**config.mk**
```make
export PLATFORM = sky130hd
export DESIGN_NAME = fbw_front
export DESIGN_NICKNAME = d
export VERILOG_FILES = /design/src/rtl/core/fbw_pkg.sv /design/src/rtl/core/fbw_front.sv
export SDC_FILE = /design/constraint.sdc
export NUM_CORES = 1
export LEC_CHECK = 0
export BUFFER_PORTS_ARGS = -buffer_cell sky130_fd_sc_hd__buf_2
export CAP_MARGIN = 5
export CORE_MARGIN = 2
export CORE_UTILIZATION = 46
export DETAILED_ROUTE_END_ITERATION = 8
export GPL_TIMING_DRIVEN = 0
export PLACE_DENSITY = 0.83
export SLEW_MARGIN = 10
export SYNTH_ARGS = -nofsm -noshare
export SYNTH_HDL_FRONTEND = slang
export SYNTH_SLANG_ARGS = --single-unit
```
**constraint.sdc**
```tcl
create_clock -name vclk -period 12.05
set_input_delay 2.41 -clock vclk [all_inputs]
set_output_delay 2.41 -clock vclk [all_outputs]
set_load 0.05 [all_outputs]
```
**src/rtl/core/fbw_pkg.sv**
```systemverilog
// fbw_pkg: shared types and constants of the flow bilinear backward warp.
// Used by fbw_front, fbw_back and the top level under rtl/core; depends on nothing.
package fbw_pkg;

   localparam int PIXEL_W     = 16;
   localparam int POS_W       = 9;
   localparam int FLOW_W      = 18;
   localparam int FRAC_W      = 6;
   // displaced point: pos*64 + flow, signed
   localparam int SX_W        = 19;
   // width of a column or row index the block supports (12 bits, 4096 pixels)
   localparam int COORD_W     = SX_W - 1 - FRAC_W;
   localparam int WEIGHT_W    = 2 * FRAC_W + 1;
   localparam int PROD_W      = 30;
   localparam int PSUM_W      = PROD_W + 1;
   localparam int TOTAL_W     = PROD_W + 2;
   localparam int CSR_DATA_W  = 10;
   localparam int CSR_INDEX_W = 2;
   localparam int FRAME_RESET = 512;
   localparam int MID_DEPTH   = 4;
   localparam int OUT_DEPTH   = 8;

   typedef enum logic [CSR_INDEX_W-1:0] {
      CSR_FRAME_WIDTH  = 2'd0,
      CSR_FRAME_HEIGHT = 2'd1
   } csr_index_type;

   typedef enum logic {
      REQ_LOAD   = 1'b0,
      REQ_SAMPLE = 1'b1
   } req_kind_type;

   // classified item passed from front to back
   typedef struct packed {
      logic                       is_load;
      logic                       outside;
      logic [COORD_W-1:0]         col;
      logic [COORD_W-1:0]         row;
      logic [FRAC_W-1:0]          frac_x;
      logic [FRAC_W-1:0]          frac_y;
      logic                       clamp_x;
      logic                       clamp_y;
      logic signed [PIXEL_W-1:0]  pixel;
   } op_type;

   typedef struct packed {
      logic signed [PIXEL_W-1:0]  sample_value;
      logic                       outside_frame;
   } rsp_type;

endpackage

```
**src/rtl/core/fbw_front.sv**
```systemverilog
// fbw_front: classifies each accepted item into a store write or a sample,
// computes the displaced point, the plane test, cell and fractions. Uses fbw_pkg.
module fbw_front #(
   parameter int MAX_WIDTH  = 512,
   parameter int MAX_HEIGHT = 512
) (
   input  logic [$clog2(MAX_WIDTH+1)-1:0]    frame_w,
   input  logic [$clog2(MAX_HEIGHT+1)-1:0]   frame_h,
   input  logic                              req_type,
   input  logic [fbw_pkg::POS_W-1:0]         pos_x,
   input  logic [fbw_pkg::POS_W-1:0]         pos_y,
   input  logic signed [fbw_pkg::PIXEL_W-1:0] pixel_value,
   input  logic signed [fbw_pkg::FLOW_W-1:0]  flow_x,
   input  logic signed [fbw_pkg::FLOW_W-1:0]  flow_y,
   output fbw_pkg::op_type                   op,
   output logic                              keep
);

   localparam int WW     = $clog2(MAX_WIDTH + 1);
   localparam int HW     = $clog2(MAX_HEIGHT + 1);
   localparam int MAG_W  = fbw_pkg::SX_W - 1;
   localparam int CMPX_W = (MAG_W > WW + fbw_pkg::FRAC_W) ? MAG_W : WW + fbw_pkg::FRAC_W;
   localparam int CMPY_W = (MAG_W > HW + fbw_pkg::FRAC_W) ? MAG_W : HW + fbw_pkg::FRAC_W;
   localparam int LDX_W  = (fbw_pkg::POS_W > WW) ? fbw_pkg::POS_W : WW;
   localparam int LDY_W  = (fbw_pkg::POS_W > HW) ? fbw_pkg::POS_W : HW;

   logic signed [fbw_pkg::SX_W-1:0]  sx, sy;
   logic [MAG_W-1:0]                 mag_x, mag_y;
   logic [WW-1:0]                    w_m1;
   logic [HW-1:0]                    h_m1;
   logic [CMPX_W-1:0]                lim_x;
   logic [CMPY_W-1:0]                lim_y;
   logic [fbw_pkg::COORD_W-1:0]      cell_x, cell_y;
   logic                             is_load, in_plane_load, outside;

   always_comb begin
      sx = fbw_pkg::SX_W'($signed({1'b0, pos_x, {fbw_pkg::FRAC_W{1'b0}}}))
           + fbw_pkg::SX_W'(flow_x);
      sy = fbw_pkg::SX_W'($signed({1'b0, pos_y, {fbw_pkg::FRAC_W{1'b0}}}))
           + fbw_pkg::SX_W'(flow_y);
      mag_x = sx[MAG_W-1:0];
      mag_y = sy[MAG_W-1:0];
      w_m1  = frame_w - 1'b1;
      h_m1  = frame_h - 1'b1;
      lim_x = CMPX_W'({w_m1, {fbw_pkg::FRAC_W{1'b0}}});
      lim_y = CMPY_W'({h_m1, {fbw_pkg::FRAC_W{1'b0}}});
      // last column and last row are inside
      outside = sx[fbw_pkg::SX_W-1] | sy[fbw_pkg::SX_W-1]
                | (CMPX_W'(mag_x) > lim_x) | (CMPY_W'(mag_y) > lim_y);
      cell_x = fbw_pkg::COORD_W'(mag_x >> fbw_pkg::FRAC_W);
      cell_y = fbw_pkg::COORD_W'(mag_y >> fbw_pkg::FRAC_W);

      is_load       = (req_type == fbw_pkg::REQ_LOAD);
      in_plane_load = (LDX_W'(pos_x) < LDX_W'(frame_w))
                      & (LDY_W'(pos_y) < LDY_W'(frame_h));
      keep          = ~is_load | in_plane_load;

      op.is_load = is_load;
      op.outside = outside;
      op.pixel   = pixel_value;
      if (is_load) begin
         op.col     = fbw_pkg::COORD_W'(pos_x);
         op.row     = fbw_pkg::COORD_W'(pos_y);
         op.frac_x  = '0;
         op.frac_y  = '0;
         op.clamp_x = 1'b0;
         op.clamp_y = 1'b0;
      end else begin
         op.col     = cell_x;
         op.row     = cell_y;
         op.frac_x  = mag_x[fbw_pkg::FRAC_W-1:0];
         op.frac_y  = mag_y[fbw_pkg::FRAC_W-1:0];
         // right / lower neighbor folds back onto the cell at the plane edge
         op.clamp_x = (cell_x == fbw_pkg::COORD_W'(w_m1));
         op.clamp_y = (cell_y == fbw_pkg::COORD_W'(h_m1));
      end
   end

endmodule

```
==> results.yml <==
sta:
  setup_viol: 0
  whs_ns: 5.12
  post-route-period-util_pct: 68.8
  rsz0062_at_grt: "no"
  min_period_ns: 8.29
  finalHoldViolations: 0
  worst_pin_slew_ns: 0.646
  drv_slew: 0
  maxSlewHeadroom_pct: 57.0
  tns_ns: 0
  clock.fmax_ghz: 0.121
grt:
  use_met2_pct: 43.2
  met3_usage_pct: 1.49
  grt_pass1_wl_microns: 11900
  busiest_layer: "met2"
  grt_max_degree: 11
  antenna_found_initial: 0
  grt_pass1_vias: 2779
  gr-total-overflow: 0
  grtUsageTotal_pct: 22.5
  groute.layer.met1.usage_pct: 27.6
floorplanning:
  floorplan.initialDensity_pct: 47.0
  die_h_microns: 78.6
  die_area_sq_um: 6170
  io_pins: 148
  fp-row-count: 27
  die_w_microns: 78.6
  coreArea_sq_um: 5440
cells_and_area:
  nFlopsAndLatches: 0
  fillCellCount: 510
  final-seq-area_sq_um: 0
  diodes: 0
  num-nets-final: 625
  design_area_sq_um: 3300
  n_clock_buffer: 0
  final_cell_mix: "buf_2, ha_1, inv_1"
  drive_gt1_share_pct: 34.8
  area_growth_pct: 29.1
  final_common_cell: "buf_2"
min_path:
  hold_path_class: "input port to primary output"
critical_path:
  required_ns: 9.64
  cp-start-kind: "input port"
  crit_fanout: 4
  critical_path_class: "input port to primary output"
  critical_path_arrival_ns: 5.88
  cp-end-kind: "primary output"
yosys:
  yosysUniqueCellTypes: 42
  yosys_warnings: 0
  syn_area_sq_um: 2560
  avgSynthCellArea_sq_um: 7.46
  synthCells: 343
  postSynthNetCount: 492
  ys_seq_area_share_pct: 0
route:
  drt_pass1_iterations: 5
  drcViolationCount: 0
  vias: 2911
  postRouteAntennaNets: 0
  wl_per_cell_microns: 13.0
  wl_microns: 7080
  drt-initial-drc-count: 93
  routed_via_density: 5.33
placement:
  io_buffers: 131
  place_area_sq_um: 3300
  gp_congestion: 0.863
  dpl.hpwl_microns: 6310
job:
  max-cap-violations: 0
outcome:
  status: "finished clean"
power:
  powerDensity_nw_per_um2: 65.9
  ir_drop_v: 0.0000468
  leakagePower_nw: 1.76
  p_total_mw: 0.218
clock_network:
  ctsHoldBuffers: 0
  post_cts_buffers: 0
  ctsResizeCount: 0
## metal layers
metal | part of all wire, % | wire length [microns]
met1 | 43 | 3010
met2 | 50 | 3570
met3 | 6.0 | 422
met4 | 1.1 | 77
met5 | 0 | 0
## final timing paths
| kind | slack [ns] | startpoint | cells past startpoint | to |
|---|---|---|---|---|
| max | 3.76 | pos_y[0] | 17 | op[54] |
| min | 5.12 | pixel_value[3] | 2 | op[3] |
## power by group
| group | total [mW] | internal, mW | switching, mW |
|---|---|---|---|
| registers | 0 | 0 | 0 |
| clock network | 0 | 0 | 0 |
| logic | 0.218 | 0.0805 | 0.137 |
## synthesized netlist by cell type, types with 2 or more instances
library cell	instances	area, sq um
ha_1	56	701
inv_1	32	120
xnor2_1	31	272
a21oi_1	22	110
nor2_1	19	71.3
buf_4	18	135
nand2_1	18	67.6
mux2_2	16	180
and2_1	15	93.8
o21ai_0	12	60.1
o21a_1	11	82.6
a21o_1	9	67.6
nand3_1	8	40.0
nor3_1	8	40.0
nand4_1	7	43.8
a211oi_1	6	45.0
nand2b_1	5	31.3
o211ai_1	5	37.5
clkbuf_1	4	15.0
nor4_1	4	25.0
xor2_1	4	35.0
and3_1	3	18.8
and4_1	3	26.3
nor2b_1	3	18.8
a2111oi_0	2	17.5
a211o_1	2	17.5
fa_1	2	40.0
o211a_1	2	20.0
o21bai_1	2	15.0
or3_1	2	12.5
## worst max-delay path: stages
cell and delay, ns:
buf_2 0.10, ha_1 0.19, inv_1 0.06, fa_1 0.39, nand2b_1 0.19, a21oi_1 0.21, nor2_1 0.11, o21ai_0 0.23
xor2_1 0.25, ha_1 0.31, nand2_1 0.09, nor2_1 0.05, a2111oi_0 0.35, a21oi_1 0.11, or4b_1 0.48, buf_4 0.15
buf_2 0.20
## metrics by stage
stage	cells	setup WS, ns	util [%]
floorplan	343	4.41	-
global placement	546	3.78	60.8
detailed placement	546	3.75	60.8
CTS	546	3.75	60.8
global route	546	3.48	60.8
finish	546	3.76	60.8
## area by class of cell
| cell class | count | area [sq um] | area share, % |
|---|---|---|---|
| Timing Repair Buffer | 131 | 656 | 19.8 |
| Tap cell | 72 | 90.1 | 2.73 |
| Multi-Input combinational cell | 288 | 2280 | 69.1 |
| Inverter | 33 | 124 | 3.75 |
| Buffer | 22 | 150 | 4.54 |
## cells by family (layout without fill, tap and decap cells)
logic type / Yosys count / count (layout) / share of synthesized area (%)
buffers and inverters: 55 / 186 / 10.7
AO/OA/AOI/OAI: 82 / 82 / 21.4
XOR/XNOR: 35 / 35 / 12.0
multiplexers: 16 / 16 / 7.04
AND/OR/NAND/NOR: 97 / 97 / 20.0
adder cells (fa/ha/maj): 58 / 58 / 28.9
Power figures use the tool's default switching activity.
