===== src/rtl/core/fbw_fifo.sv =====
// fbw_fifo: small register queue with push/full and pop/empty sides.
// Generic; no package dependency.
module fbw_fifo #(
   parameter int WIDTH = 8,
   parameter int DEPTH = 4
) (
   input  logic             clock,
   input  logic             reset,
   input  logic             push,
   input  logic [WIDTH-1:0] din,
   output logic             full,
   input  logic             pop,
   output logic [WIDTH-1:0] dout,
   output logic             empty
);

   localparam int AW = (DEPTH > 1) ? $clog2(DEPTH) : 1;
   localparam int CW = $clog2(DEPTH + 1);

   logic [WIDTH-1:0] data_ff [DEPTH];
   logic [AW-1:0]    wr_ptr_ff, wr_ptr_in;
   logic [AW-1:0]    rd_ptr_ff, rd_ptr_in;
   logic [CW-1:0]    count_ff, count_in;
   logic             do_push, do_pop;

   assign full    = (count_ff == CW'(DEPTH));
   assign empty   = (count_ff == '0);
   assign do_push = push & ~full;
   assign do_pop  = pop & ~empty;
   assign dout    = data_ff[rd_ptr_ff];

   always_comb begin
      wr_ptr_in = wr_ptr_ff;
      rd_ptr_in = rd_ptr_ff;
      count_in  = count_ff;
      if (do_push) begin
         wr_ptr_in = (wr_ptr_ff == AW'(DEPTH - 1)) ? '0 : wr_ptr_ff + 1'b1;
      end
      if (do_pop) begin
         rd_ptr_in = (rd_ptr_ff == AW'(DEPTH - 1)) ? '0 : rd_ptr_ff + 1'b1;
      end
      if (do_push && !do_pop) begin
         count_in = count_ff + 1'b1;
      end else if (do_pop && !do_push) begin
         count_in = count_ff - 1'b1;
      end
   end

   always_ff @(posedge clock) begin
      if (reset) begin
         wr_ptr_ff <= '0;
         rd_ptr_ff <= '0;
         count_ff  <= '0;
      end else begin
         wr_ptr_ff <= wr_ptr_in;
         rd_ptr_ff <= rd_ptr_in;
         count_ff  <= count_in;
      end
   end

   always_ff @(posedge clock) begin
      if (do_push) begin
         data_ff[wr_ptr_ff] <= din;
      end
   end

endmodule


===== config.mk =====
export PLATFORM = sky130hd
export DESIGN_NAME = fbw_fifo
export DESIGN_NICKNAME = d
export VERILOG_FILES = /design/src/rtl/core/fbw_fifo.sv
export SDC_FILE = /design/constraint.sdc
export NUM_CORES = 1
export LEC_CHECK = 0
export ABC_AREA = 1
export ABC_CLOCK_PERIOD_IN_PS = 2200
export BUFFER_PORTS_ARGS = -buffer_cell sky130_fd_sc_hd__buf_2
export CORE_MARGIN = 2
export CORE_UTILIZATION = 55
export CTS_CLUSTER_DIAMETER = 200
export DETAILED_ROUTE_END_ITERATION = 6
export GPL_TIMING_DRIVEN = 1
export HOLD_SLACK_MARGIN = 0.03
export PLACE_DENSITY_LB_ADDON = 0.1
export SYNTH_ARGS = -nofsm -noshare
export SYNTH_HDL_FRONTEND = slang
export SYNTH_SLANG_ARGS = --single-unit

===== constraint.sdc =====
create_clock -name clock -period 2.2 [get_ports clock]
set_clock_uncertainty 0.2 [all_clocks]
set_input_delay 0.44 -clock clock [delete_from_list [all_inputs] [get_ports clock]]
set_output_delay 0.44 -clock clock [all_outputs]
set_load 0.01 [all_outputs]

==> flow_metrics.env, run 1 <==
export IMPL_synthAdderAreaFrac=0.0560
export IMPL_synth_area_mm2=0.00170
export IMPL_clock_latency_ns=0.33
export IMPL_grt_pass1_wl_um=4450
export IMPL_highest_signal_layer="met4"
export IMPL_die_y_um=59.5
export IMPL_period_needed_ns=2.08
export IMPL_hold_worst_slack_ns=0.0547
export IMPL_total_leakage_power_nw=0.792
export IMPL_yosys_most_used_dff="edfxtp_1"
export IMPL_ant_cells=0
export IMPL_drc_errors=0
export IMPL_clk_path_buf_depth=2
export IMPL_synth_top_cells_by_area="edfxtp_1 57%, dfxtp_1 11%, nor2_1 7.3%, ha_1 4.4%, o21ai_0 3.8%"
export IMPL_flip_flop_and_latch_count_after_synthesis=41
export IMPL_highest_count_cells_in_the_layout_ignoring_fill_and_taps="33 x nor2_1, 32 x edfxtp_1, 21 x buf_2, 16 x inv_1, 13 x o21ai_0"
export IMPL_muxShareOfSynthArea=0
export IMPL_ios=22
export IMPL_globalplace_congestion=0.755
export IMPL_pwr_share_clk=0.160
export IMPL_post_route_worst_setup_slack_ns=0.118
export IMPL_hold_viol_final=0
export IMPL_syn_nets=166
export IMPL_tightestPinTransition_ns=0.338
export IMPL_worst_path_max_delay_cell="fa_1"
export IMPL_row_count=20
export IMPL_drt_pass1_iterations=3
export IMPL_yosysWarnings=0
export IMPL_power_density_mw_per_mm2=1100
export IMPL_netlist_cell_type_count=19
export IMPL_root_buffer="clkbuf_4"
export IMPL_timing_final_setup_violations=0
export IMPL_tritoncts_clock_tree="built"
export IMPL_cts_resized_gates=0
export IMPL_postCtsSetupBuffers=0
export IMPL_worst_ep_arrival_time_ns=2.11
export IMPL_timing_critical_path_required_ns=2.23
export IMPL_worstSetupPathType="flop to flop"
export IMPL_cell_class_contributing_the_biggest_share_of_worst_path_delay="adder cells"
export IMPL_comb_power_share=0.341
export IMPL_setup_worst_path_end_class="flop"
export IMPL_drt_first_iter_violations=35
export IMPL_core_region_area_mm2=0.00300
export IMPL_maxClockFrequency_ghz=0.480
export IMPL_crit_path_cell_trace="nor2_1 > nand2_1 > nand2_2 > inv_1 > ha_1 > inv_1 > fa_1 > o21ai_0 > nor2_1"
export IMPL_antenna_left=0
export IMPL_mostFrequentLayoutCell="nor2_1"
export IMPL_vdd_ir_drop_worst_v=0.000597
export IMPL_synth_simple_area_share=0.121
export IMPL_synth_edff_count=32
export IMPL_finalPower_mw=2.10
export IMPL_yosys_area_share_xor_xnor=0.00516
export IMPL_total_congestion_overflow=0
export IMPL_synth_top_family_by_area="simple AND/OR/NAND/NOR gates"
export IMPL_totalWireLength_um=2730
export IMPL_post_synth_cell_area_avg_um2=11.5
export IMPL_status="finished, final reports clean"
export IMPL_cts_hold_fix_buffers=0
export IMPL_post_route_cells_drive_above_1_share=0.240
export IMPL_antenna_found_initial=0
export IMPL_routed_via_count=1094
export IMPL_chipWidth_um=59.5
export IMPL_critical_path_start_type="flop"
export IMPL_unrepaired_setup_endpoints_after_global_routing="yes"
export IMPL_met2_routed_wl_um=1520
export IMPL_detailed_place_hpwl_um=1950
export IMPL_synth_top_cell_area_share=0.566
export IMPL_seq_area_frac_synth=0.673
export IMPL_route_met3_wl_um=97
export IMPL_wirelength_met1_um=1090
export IMPL_timing_critical_path_fanout_max=7
export IMPL_net_switching_power_uw=732
export IMPL_fin_area_mm2=0.00192
export IMPL_min_period_over_period=0.946
export IMPL_placedInstanceArea_mm2=0.00186
export IMPL_synth_compound_area_share=0.0922
export IMPL_post_synth_top_area_cell="edfxtp_1"
export IMPL_power_frac_seq=0.499
export IMPL_area_growth_syn_to_layout_pct=12.9
export IMPL_timing_hold_worst_class="input pin to flop"
export IMPL_finalNetCount=197
export IMPL_vias_per_cell=5.16
export IMPL_globalRouteTotalUtil=0.178
export IMPL_port_buffer_count=21
export IMPL_asyncSetResetFlopFracSynth=0
export IMPL_wire_per_inst_um=12.9
export IMPL_cp_buf_inv_count=2
export IMPL_synthCells=147
export IMPL_cts_clk_slew_worst_paths_ns=0.11
export IMPL_max_cap_violations=0
export IMPL_internal_power_mw=1.37
export IMPL_p_sw_frac=0.348
export IMPL_final_max_slew_viol_count=0
export IMPL_clkSinkCount=41
export IMPL_cts_htree_levels=2
export IMPL_numCtsBuffers=5
export IMPL_die_area_mm2=0.00355
export IMPL_first_global_vias=989
export IMPL_grt_max_degree=17
export IMPL_slowest_delay_ns=0.42
export IMPL_maxSlewHeadroom=0.775
export IMPL_initial_utilization=0.565
export IMPL_pre_cts_slack_ns=0.163
==> power by group through the flow <==
stage                     Sequential [mW]  Clock (mW)  Combinational (mW)
after CTS                            1.05       0.356               0.725
after floorplan                      1.04           0               0.503
after global routing                 1.06       0.386               0.821
after detailed placement             1.06           0               0.719
after global placement               1.06           0               0.691
final                                1.05       0.337               0.718
==> metal layers <==
layer / up-vias / GRT usage
met3: 2 / 0.0655
met4: 0 / 0.0571
met1: 515 / 0.198
met5: - / 0
li1: 562 / -
met2: 15 / 0.316
==> metrics by stage <==
step	TNS, ns	instances	util
2_1_floorplan	0	147	-
3_3_place_gp	0	204	0.619
3_5_place_dp	0	204	0.619
4_1_cts	0	212	0.636
5_1_grt	-0.0265	212	0.638
6_report	0	212	0.638
==> area by class of cell <==
class | count | area, µm²
clock buffer | 6 | 41.3
clock inverter | 2 | 10.0
fill | 245 | 1090
inverter | 18 | 67.6
multi-input combinational | 86 | 468
sequential | 41 | 1140
tap | 33 | 41.3
timing repair buffer | 26 | 143
==> kinds of logic (layout without fill, tap and decap cells) <==
kind of cell | Yosys count | in the layout
AO/OA/AOI/OAI | 27 | 27
XOR/XNOR | 1 | 1
adder cells (fa/ha/maj) | 7 | 7
buffers and inverters | 20 | 52
flip-flops | 41 | 41
AND/OR/NAND/NOR | 51 | 51
==> worst paths after layout <==
path                       startpoint                       end  slack, ns  depth (start not counted)
max reg2reg  count_ff[1]$_SDFFE_PP0P_  count_ff[1]$_SDFFE_PP0P_       0.12                          9
min                             reset  count_ff[0]$_SDFFE_PP0P_       0.05                          2
min reg2reg  count_ff[1]$_SDFFE_PP0P_  count_ff[1]$_SDFFE_PP0P_       0.34                          2
max          count_ff[1]$_SDFFE_PP0P_  count_ff[1]$_SDFFE_PP0P_       0.12                          9
==> registers in the layout, summed over array words and instances (netlist names), named ones only <==
| signal | flops |
|---|---|
| count_ff | 3 |
| wr_ptr_ff | 2 |
| rd_ptr_ff | 2 |
| data_ff | 32 |
==> synthesized netlist by cell type (2+ instances only) <==
| cell | n |
|---|---|
| ha_1 | 6 |
| inv_1 | 17 |
| buf_6 | 2 |
| nand2_1 | 13 |
| o21ai_2 | 3 |
| nor2_1 | 33 |
| nand3b_1 | 2 |
| a21oi_1 | 2 |
| o22ai_1 | 8 |
| o21ai_0 | 13 |
| dfxtp_1 | 9 |
| edfxtp_1 | 32 |
No activity file was read; power rests on OpenSTA's default activity.
==> inputs of run 2 (changes only) <==
- CELL_PAD_IN_SITES_DETAIL_PLACEMENT: not set -> 1
- CELL_PAD_IN_SITES_GLOBAL_PLACEMENT: not set -> 2
- CORE_ASPECT_RATIO: not set -> 0.9
- CORE_UTILIZATION: 55 -> 37
==> flow_metrics.env, run 2 (synthesized netlist as in run 1, its figures left out) <==
export IMPL_antenna_found_initial=0
export IMPL_status="finished, final reports clean"
export IMPL_core_region_area_mm2=0.00443
export IMPL_vdd_ir_drop_worst_v=0.000521
export IMPL_timing_final_setup_violations=0
export IMPL_drt_pass1_iterations=4
export IMPL_final_max_slew_viol_count=0
export IMPL_port_buffer_count=21
export IMPL_die_area_mm2=0.00514
export IMPL_tightestPinTransition_ns=0.275
export IMPL_power_density_mw_per_mm2=1180
export IMPL_cts_htree_levels=2
export IMPL_post_route_cells_drive_above_1_share=0.238
export IMPL_clkSinkCount=41
export IMPL_p_sw_frac=0.334
export IMPL_fillerInstances=493
export IMPL_clk_path_buf_depth=2
export IMPL_number_of_cells_in_the_finished_layout_apart_from_fillers=243
export IMPL_mostFrequentLayoutCell="nor2_1"
export IMPL_drc_errors=0
export IMPL_timing_critical_path_fanout_max=7
export IMPL_first_global_vias=1119
export IMPL_internal_power_mw=1.60
export IMPL_power_frac_seq=0.431
export IMPL_cts_hold_fix_buffers=0
export IMPL_antenna_left=0
export IMPL_total_congestion_overflow=0
export IMPL_period_needed_ns=2.08
export IMPL_chipWidth_um=75.4
export IMPL_root_buffer="clkbuf_8"
export IMPL_finalNetCount=199
export IMPL_wire_per_inst_um=14.1
export IMPL_ant_cells=0
export IMPL_ios=22
export IMPL_row_count=23
export IMPL_numCtsBuffers=5
export IMPL_finalPower_mw=2.40
export IMPL_largest_reg_flops=32
export IMPL_grt_max_degree=17
export IMPL_detailed_place_hpwl_um=2460
export IMPL_hold_viol_final=0
export IMPL_globalplace_congestion=0.743
export IMPL_comb_power_share=0.323
export IMPL_unrepaired_setup_endpoints_after_global_routing="yes"
export IMPL_critical_path_start_type="flop"
export IMPL_pwr_share_clk=0.246
export IMPL_setup_worst_path_end_class="flop"
export IMPL_totalWireLength_um=3420
export IMPL_max_flop_register="data_ff"
export IMPL_globalRouteTotalUtil=0.150
export IMPL_rrSetupSlack_ns=0.12
export IMPL_min_period_over_period=0.944
export IMPL_place_inst=235
export IMPL_max_cap_violations=0
export IMPL_timing_hold_worst_class="input pin to flop"
export IMPL_tritoncts_clock_tree="built"
export IMPL_finalSetupTns_ns=0
export IMPL_initial_utilization=0.383
export IMPL_worstSetupPathType="flop to flop"
export IMPL_vias_per_cell=4.70
export IMPL_worst_ep_arrival_time_ns=2.06
export IMPL_clock_latency_ns=0.29
export IMPL_total_leakage_power_nw=0.825
export IMPL_maxClockFrequency_ghz=0.482
export IMPL_highest_count_cells_in_the_layout_ignoring_fill_and_taps="33 x nor2_1, 32 x edfxtp_1, 21 x buf_2, 16 x inv_1, 13 x o21ai_0"
export IMPL_drt_first_iter_violations=62
export IMPL_routed_via_count=1142
export IMPL_timing_critical_path_required_ns=2.19
export IMPL_die_y_um=68.2
export IMPL_area_growth_syn_to_layout_pct=19.4
export IMPL_maxSlewHeadroom=0.816
export IMPL_cts_clk_slew_worst_paths_ns=0.08
export IMPL_biggest_registers_after_layout="data_ff: 32 flops, count_ff: 3 flops"
export IMPL_grt_pass1_wl_um=5480
export IMPL_net_switching_power_uw=801
-- run 2: cell count changes in the layout (fill, tap and decap cells not counted), moves of 2 or more --
cell	delta
buf_4	+2
clkbuf_4	-5
clkbuf_8	+5
clkinv_2	-2
-- run 2: layer usage --
| metal | up-vias | wire, µm | track usage |
|---|---|---|---|
| li1 | 566 | - | - |
| met1 | 549 | 1590 | 0.195 |
| met2 | 20 | 1650 | 0.243 |
| met3 | 7 | 132 | 0.0368 |
| met4 | 0 | 49 | 0.0526 |
| met5 | - | 0 | 0 |
-- run 2: timing repair --
item,4_1_cts,5_1_grt
gates resized for setup,0,5
buffers inserted,0,0
setup endpoints to repair,0,5
-- run 2: critical path: stages, from the launching register on --
cell and delay, ns:
dfxtp_2 0.34, nor2_1 0.14, nand2_1 0.16, nand2_4 0.13, inv_1 0.05, ha_1 0.21
inv_1 0.09, fa_1 0.41, o21ai_0 0.19, nor2_1 0.05
-- run 2: power groups by stage --
stage | Clock (mW) | Combinational (mW) | Sequential (mW)
2_1_floorplan | 0 | 0.503 | 1.04
3_3_place_gp | 0 | 0.753 | 1.04
3_5_place_dp | 0 | 0.777 | 1.05
4_1_cts | 0.604 | 0.782 | 1.03
5_1_grt | 0.634 | 0.904 | 1.05
6_report | 0.590 | 0.775 | 1.03
-- run 2: through the flow --
stage / setup WS (ns) / utilization / instance area (µm²) / hold WS [ns]
CTS: 0.0709 / 0.455 / 2020 / 0.103
detailed placement: 0.0921 / 0.431 / 1910 / 0.328
floorplan: 0.310 / - / 1700 / 0.283
global placement: 0.193 / 0.431 / 1910 / 0.311
global route: -0.0115 / 0.457 / 2030 / 0.106
finish: 0.124 / 0.457 / 2030 / 0.104
-- run 2: path summary, 6_finish.rpt --
kind | startpoint | cells after the start | endpoint
worst max-delay path | count_ff[1]$_SDFFE_PP0P_ | 9 | count_ff[1]$_SDFFE_PP0P_
worst min-delay path | reset | 2 | count_ff[0]$_SDFFE_PP0P_
worst max register to register | count_ff[1]$_SDFFE_PP0P_ | 9 | count_ff[1]$_SDFFE_PP0P_
worst min register to register | rd_ptr_ff[1]$_SDFFE_PP0P_ | 2 | rd_ptr_ff[1]$_SDFFE_PP0P_
-- run 2: area by class of cell --
class / instances / area, µm² / share of cell area
clock buffer: 6 / 72.6 / 0.0358
clock inverter: 2 / 33.8 / 0.0167
inverter: 18 / 67.6 / 0.0334
multi-input combinational: 86 / 473 / 0.233
sequential: 41 / 1140 / 0.565
tap: 62 / 77.6 / 0.0383
timing repair buffer: 28 / 158 / 0.0778
